[src/design/fput_pkg.sv]
`default_nettype none
package fput_pkg;

  typedef enum logic [2:0] {
    CLS_ZERO   = 3'd0,
    CLS_FINITE = 3'd1,
    CLS_INF    = 3'd2,
    CLS_QNAN   = 3'd3,
    CLS_SNAN   = 3'd4
  } class_t;

  typedef enum logic [1:0] {
    FMT_HALF   = 2'd0,
    FMT_SINGLE = 2'd1,
    FMT_DOUBLE = 2'd2,
    FMT_NONE   = 2'd3
  } fmt_t;

  localparam logic CFG_FLUSH = 1'b0;
  localparam logic CFG_ALT   = 1'b1;

  localparam int MANT_W = 53;
  localparam int EXP_W  = 12;
  localparam int CNT_W  = 6;
  localparam int PT_W   = 11;

  localparam logic signed [EXP_W-1:0] HALF_OFS   = 12'sd25;
  localparam logic signed [EXP_W-1:0] SINGLE_OFS = 12'sd150;
  localparam logic signed [EXP_W-1:0] DOUBLE_OFS = 12'sd1075;

  typedef struct packed {
    logic                    negative;
    class_t                  cls;
    logic [MANT_W-1:0]       mant;
    logic signed [EXP_W-1:0] expo;
  } dec_t;

endpackage
`default_nettype wire

[src/design/fput_decode.sv]
`default_nettype none
module fput_decode (
  input  wire logic [1:0]    format,
  input  wire logic [63:0]   encoding,
  input  wire logic          flush_subnormals,
  input  wire logic          alt_half_mode,
  output fput_pkg::dec_t     dec
);
  import fput_pkg::*;

  logic                    sgn;
  logic [10:0]             ex;
  logic [10:0]             exmax;
  logic [MANT_W-1:0]       frac;
  logic [MANT_W-1:0]       hidden;
  logic                    topbit;
  logic                    special;
  logic                    flushable;
  logic                    known;
  logic signed [EXP_W-1:0] ofs;
  logic [10:0]             ex_eff;

  always_comb begin
    sgn       = 1'b0;
    ex        = '0;
    exmax     = '0;
    frac      = '0;
    hidden    = '0;
    topbit    = 1'b0;
    special   = 1'b1;
    flushable = 1'b0;
    known     = 1'b1;
    ofs       = HALF_OFS;
    case (fmt_t'(format))
      FMT_HALF: begin
        sgn     = encoding[15];
        ex      = {6'd0, encoding[14:10]};
        frac    = {43'd0, encoding[9:0]};
        exmax   = 11'h1f;
        topbit  = encoding[9];
        hidden  = MANT_W'(1) << 10;
        special = !alt_half_mode;
        ofs     = HALF_OFS;
      end
      FMT_SINGLE: begin
        sgn       = encoding[31];
        ex        = {3'd0, encoding[30:23]};
        frac      = {30'd0, encoding[22:0]};
        exmax     = 11'hff;
        topbit    = encoding[22];
        hidden    = MANT_W'(1) << 23;
        flushable = 1'b1;
        ofs       = SINGLE_OFS;
      end
      FMT_DOUBLE: begin
        sgn       = encoding[63];
        ex        = encoding[62:52];
        frac      = {1'b0, encoding[51:0]};
        exmax     = 11'h7ff;
        topbit    = encoding[51];
        hidden    = MANT_W'(1) << 52;
        flushable = 1'b1;
        ofs       = DOUBLE_OFS;
      end
      default: begin
        known = 1'b0;
      end
    endcase

    ex_eff       = (ex == 11'd0) ? 11'd1 : ex;
    dec.negative = sgn & known;
    dec.mant     = (ex == 11'd0) ? frac : (frac | hidden);
    dec.expo     = $signed({1'b0, ex_eff}) - ofs;
    if (!known) begin
      dec.cls = CLS_ZERO;
    end else if (ex == 11'd0 && (frac == '0 || (flushable && flush_subnormals))) begin
      dec.cls = CLS_ZERO;
    end else if (ex == exmax && special) begin
      if (frac == '0) begin
        dec.cls = CLS_INF;
      end else begin
        dec.cls = topbit ? CLS_QNAN : CLS_SNAN;
      end
    end else begin
      dec.cls = CLS_FINITE;
    end
  end

endmodule
`default_nettype wire

[src/design/float_unpack_to_fixed_top.sv]
`default_nettype none
// Channel   Handshake            Payload
// in        in_valid / in_ready  format, encoding
// out       out_valid / out_ready negative, value_class, magnitude, point_position, too_large
// cfg       cfg_write            cfg_index, cfg_data
// Four register stages: decode, bit counts, shift amounts, barrel shift.
// A beat can be accepted every cycle while the output is not stalled (in_ready follows advance).
// Synchronous reset clears the valid bits and both configuration registers.
// A stall at the output holds every stage; no beat is lost or repeated.
module float_unpack_to_fixed_top (
  input  wire logic        clk,
  input  wire logic        rst,
  input  wire logic        cfg_write,
  input  wire logic        cfg_index,
  input  wire logic        cfg_data,
  input  wire logic        in_valid,
  output logic             in_ready,
  input  wire logic [1:0]  format,
  input  wire logic [63:0] encoding,
  output logic             out_valid,
  input  wire logic        out_ready,
  output logic             negative,
  output logic [2:0]       value_class,
  output logic [63:0]      magnitude,
  output logic [10:0]      point_position,
  output logic             too_large
);
  import fput_pkg::*;

  logic flush_subnormals;
  logic alt_half_mode;
  logic advance;
  logic v1, v2, v3;
  dec_t dec_c, d1, d2;

  logic [CNT_W-1:0] tz_c, msb_c, tz2, msb2;

  logic              neg3, isneg3, big3;
  class_t            cls3;
  logic [MANT_W-1:0] mant3;
  logic [CNT_W-1:0]  shr3, shl3;
  logic [PT_W-1:0]   point3;

  logic [EXP_W-1:0]        nege;
  logic [PT_W-1:0]         ne;
  logic [CNT_W-1:0]        t_c;
  logic signed [EXP_W-1:0] top_c;
  logic [63:0]             m64;

  assign advance  = !out_valid || out_ready;
  assign in_ready = advance;

  always_ff @(posedge clk) begin
    if (rst) begin
      flush_subnormals <= 1'b0;
      alt_half_mode    <= 1'b0;
    end else if (cfg_write) begin
      case (cfg_index)
        CFG_FLUSH: flush_subnormals <= cfg_data;
        CFG_ALT:   alt_half_mode    <= cfg_data;
        default:   ;
      endcase
    end
  end

  fput_decode u_decode (
    .format           (format),
    .encoding         (encoding),
    .flush_subnormals (flush_subnormals),
    .alt_half_mode    (alt_half_mode),
    .dec              (dec_c)
  );

  always_comb begin
    tz_c  = '0;
    msb_c = '0;
    for (int i = MANT_W - 1; i >= 0; i--) begin
      if (d1.mant[i]) tz_c = CNT_W'(i);
    end
    for (int i = 0; i < MANT_W; i++) begin
      if (d1.mant[i]) msb_c = CNT_W'(i);
    end
  end

  always_comb begin
    nege  = -d2.expo;
    ne    = nege[PT_W-1:0];
    t_c   = ({5'd0, tz2} < ne) ? tz2 : ne[CNT_W-1:0];
    top_c = $signed({{(EXP_W-CNT_W){1'b0}}, msb2}) + d2.expo;
  end

  assign m64 = {{(64-MANT_W){1'b0}}, mant3};

  always_ff @(posedge clk) begin
    if (rst) begin
      v1        <= 1'b0;
      v2        <= 1'b0;
      v3        <= 1'b0;
      out_valid <= 1'b0;
    end else if (advance) begin
      v1        <= in_valid;
      v2        <= v1;
      v3        <= v2;
      out_valid <= v3;
    end
  end

  always_ff @(posedge clk) begin
    if (advance) begin
      d1   <= dec_c;
      d2   <= d1;
      tz2  <= tz_c;
      msb2 <= msb_c;

      neg3   <= d2.negative;
      cls3   <= d2.cls;
      mant3  <= d2.mant;
      isneg3 <= d2.expo < 0;
      shr3   <= t_c;
      shl3   <= d2.expo[CNT_W-1:0];
      if (d2.cls != CLS_FINITE) begin
        point3 <= '0;
        big3   <= 1'b0;
      end else if (d2.expo < 0) begin
        point3 <= ne - {5'd0, t_c};
        big3   <= 1'b0;
      end else begin
        point3 <= '0;
        big3   <= (d2.expo >= 12'sd64) || (top_c >= 12'sd64);
      end

      negative       <= neg3;
      value_class    <= cls3;
      point_position <= point3;
      too_large      <= big3;
      if (cls3 != CLS_FINITE || big3) begin
        magnitude <= '0;
      end else if (isneg3) begin
        magnitude <= m64 >> shr3;
      end else begin
        magnitude <= m64 << shl3;
      end
    end
  end

endmodule
`default_nettype wire
[config.mk]
export PLATFORM = sky130hd
export DESIGN_NAME = float_unpack_to_fixed_top
export DESIGN_NICKNAME = d
export VERILOG_FILES = /design/src/design/fput_pkg.sv /design/src/design/fput_decode.sv /design/src/design/float_unpack_to_fixed_top.sv
export SDC_FILE = /design/constraint.sdc
export NUM_CORES = 1
export LEC_CHECK = 0
export ABC_AREA = 0
export BUFFER_PORTS_ARGS = -buffer_cell sky130_fd_sc_hd__buf_2
export CORE_ASPECT_RATIO = 1.75
export CORE_MARGIN = 2
export CORE_UTILIZATION = 45
export DETAILED_ROUTE_END_ITERATION = 8
export SETUP_SLACK_MARGIN = 0.05
export SLEW_MARGIN = 40
export SYNTH_ARGS = -nofsm -noshare
export SYNTH_HDL_FRONTEND = slang
export SYNTH_SLANG_ARGS = --single-unit
[constraint.sdc]
create_clock -name clk -period 25.3 [get_ports clk]
set_input_delay 2.53 -clock clk [delete_from_list [all_inputs] [get_ports clk]]
set_output_delay 2.53 -clock clk [all_outputs]
set_load 0.005 [all_outputs]
==> impl_metrics.json <==
{
  "outcome": "complete, no violations",
  "grt_pass1_vias": 16448,
  "power_mw": 2.02,
  "clock_path_buffers": 3,
  "critPathTopFamily": "adder cells",
  "start_kind": "input pin",
  "cts_num_sinks": 318,
  "syn_inst": 1799,
  "synth_edf_count": 312,
  "cts_max_level": 1,
  "holdWs_ns": 0.412,
  "rsz0062_at_grt": "no",
  "hold_violations": 0,
  "clockRootBuffer": "clkbuf_16",
  "drt-vias-per-instance": 6.62,
  "power_density_nw_per_um2": 90.2,
  "ant_nets": 0,
  "syn_to_final_growth_pct": 12.0,
  "cp_num_buf_inv": 4,
  "syn_nets": 1904,
  "synth_xor_area_share_pct": 0.658,
  "final.setup.tns_ns": 0,
  "cp_slowest_cell": "ha_1",
  "drc_errors": 0,
  "layout_common_cells": "edfxtp_1, buf_2, nor2_1",
  "period_share_pct": 22.6,
  "cts_tree": "yes",
  "slew_viol_final": 0,
  "min_path_type": "reg -> reg",
  "initial_utilization_pct": 45.4,
  "min_period_ns": 5.72,
  "slowest_delay_ns": 0.47,
  "cts_buffers": 28,
  "cap_violations": 0,
  "drive_gt1_share_pct": 21.4,
  "clock_latency_ns": 0.59,
  "synth.avg_cell_area_um2": 11.1,
  "grt_max_degree": 91,
  "die_area_um2": 46200,
  "track_usage_pct": 34.2,
  "io_buffer_count": 154,
  "ir_drop_mv": 0.0692,
  "gp_congestion": 1.05,
  "synth.distinct_cells": 76,
  "coreArea_um2": 44000,
  "ys.warnings.count": 0,
  "first_pass_iters": 7,
  "grt_overflow": 0,
  "leakage_nw": 8.78,
  "max_freq_ghz": 0.175,
  "relSlewSlack_pct": 38.1,
  "vias": 16526,
  "mostFrequentLayoutCell": "edfxtp_1",
  "drt_iter0_markers": 1944,
  "fp-row-count": 102,
  "worstSetupPathType": "in -> reg",
  "ctsResizeCount": 0,
  "post_cts_buffers": 0,
  "ys_seq_area_share_pct": 47.5,
  "grt_pass1_wl_um": 113000,
  "wl_um": 78300,
  "synth_compound_gate_area_share_pct": 16.8,
  "synth_top_family_by_area": "multiplexers",
  "setup-violations-final": 0,
  "cp.required_ns": 25.62,
  "synthMuxAreaShare_pct": 17.0,
  "finalNetCount": 2008,
  "io_pins": 155,
  "antenna_found_initial": 1,
  "critPathArrivalTime_ns": 6.04,
  "ys_ff_latch": 318,
  "worst_pin_slew_ns": 0.928,
  "synthArstFlopShare_pct": 0,
  "diodes": 0,
  "hold_buffers": 0,
  "die_h_um": 283,
  "die_w_um": 163,
  "syn_area_um2": 20000,
  "avgRoutedWirePerCell_um": 31.4,
  "clk_pin_slew_ns": 0.07,
  "dp_hpwl_um": 60400,
  "synthAdderAreaFrac_pct": 2.12,
  "crit_path_cell_trace": "buf_2 > inv_1 > ha_1 > a222oi_1 > buf_2 > nor2_1 > or4_1 > o21a_1 > ha_1 > inv_1 > fa_1 > a21o_1 > a21oi_1 > nor2_1 > o21ai_0 > nand2_1 > xor2_1",
  "cp_max_fo": 14,
  "cp-end-kind": "flop",
  "synthFlopType": "edfxtp_1",
  "yosys.area_share.simple_pct": 12.8,
  "skew_ns": 0.0393
}
==> stage by stage <==
step	utilization, %	worst slack (ns)	instance area [um^2]	cells
2_1_floorplan	-	11.53	20000	1799
3_3_place_gp	48.4	18.77	21300	2444
3_5_place_dp	48.5	19.07	21400	2445
4_1_cts	50.7	19.67	22300	2497
5_1_grt	50.8	19.29	22400	2497
6_report	50.8	19.58	22400	2497
==> path summary, 6_finish.rpt <==
kind                                 end  cells past startpoint  slack, ns                    start
max reg2reg      point3[8]$_SDFFCE_PP0P_                     17      20.38          d2[0]$_DFFE_PP_
min reg2reg  point_position[9]$_DFFE_PP_                      0       0.41  point3[9]$_SDFFCE_PP0P_
min          point_position[9]$_DFFE_PP_                      0       0.41  point3[9]$_SDFFCE_PP0P_
max                     d1[10]$_DFFE_PP_                     17      19.58                format[1]
==> metal layers <==
layer | vias to the layer above | global-route usage, % | part of all wire (%)
met2 | 838 | 64.6 | 54
met4 | 2 | 27.0 | 9.7
met1 | 8128 | 32.5 | 31
li1 | 7303 | - | -
met5 | - | 0 | 0.022
met3 | 255 | 5.16 | 5.4
==> cell families after synthesis <==
family          after synthesis
simple gates                531
compound gates              488
flops                       318
mux                         257
buf+inv                     158
fa+ha+maj                    32
xor+xnor                     15
==> registers in the layout (all words and copies together) (netlist names), 11 cells and up <==
signal and count:
mant3 53, point_position 11, d1 69, d2 69, magnitude 64, point3 11
==> cells in the mapped netlist (8+ instances only) <==
cell	instances	area [um^2]
a211oi_1	14	105
nand4_1	8	50.1
clkbuf_1	88	330
ha_1	29	363
nor4_1	24	150
or2_2	8	50.1
mux4_2	57	1280
o221ai_1	22	193
o22ai_1	50	313
a22o_1	13	114
and2_1	59	369
a21oi_1	87	435
nand2b_1	14	87.6
a22oi_1	15	113
a21o_1	14	105
o211ai_1	34	255
nand2_1	146	548
o31a_1	8	70.1
or3_1	8	50.1
buf_1	19	71.3
a31oi_1	17	106
nor3_1	49	245
o21a_1	16	120
mux2_2	70	788
nor2_1	145	544
nor2b_1	18	113
o31ai_1	9	67.6
buf_2	12	60.1
mux2i_1	125	1250
o22a_1	9	78.8
a221o_1	10	100
xnor2_1	10	87.6
o21ai_0	86	430
inv_1	34	128
edfxtp_1	312	9370
nand3_1	23	115
o2111ai_1	8	70.1
a221oi_1	23	201
==> where the power goes <==
part	internal [mW]	switching, mW	total (mW)
clock	0.245	0.203	0.448
sequential	0.670	0.0576	0.728
combinational	0.293	0.549	0.842
==> area by class of cell <==
| cell class | count | area [um^2] |
|---|---|---|
| clock buffer | 31 | 733 |
| clock inverter | 21 | 233 |
| fill | 3966 | 21700 |
| inverter | 38 | 143 |
| multi-input combinational | 1323 | 9980 |
| sequential | 318 | 9490 |
| tap | 572 | 716 |
| timing repair buffer | 194 | 1080 |
Power figures use the tool's default switching activity.
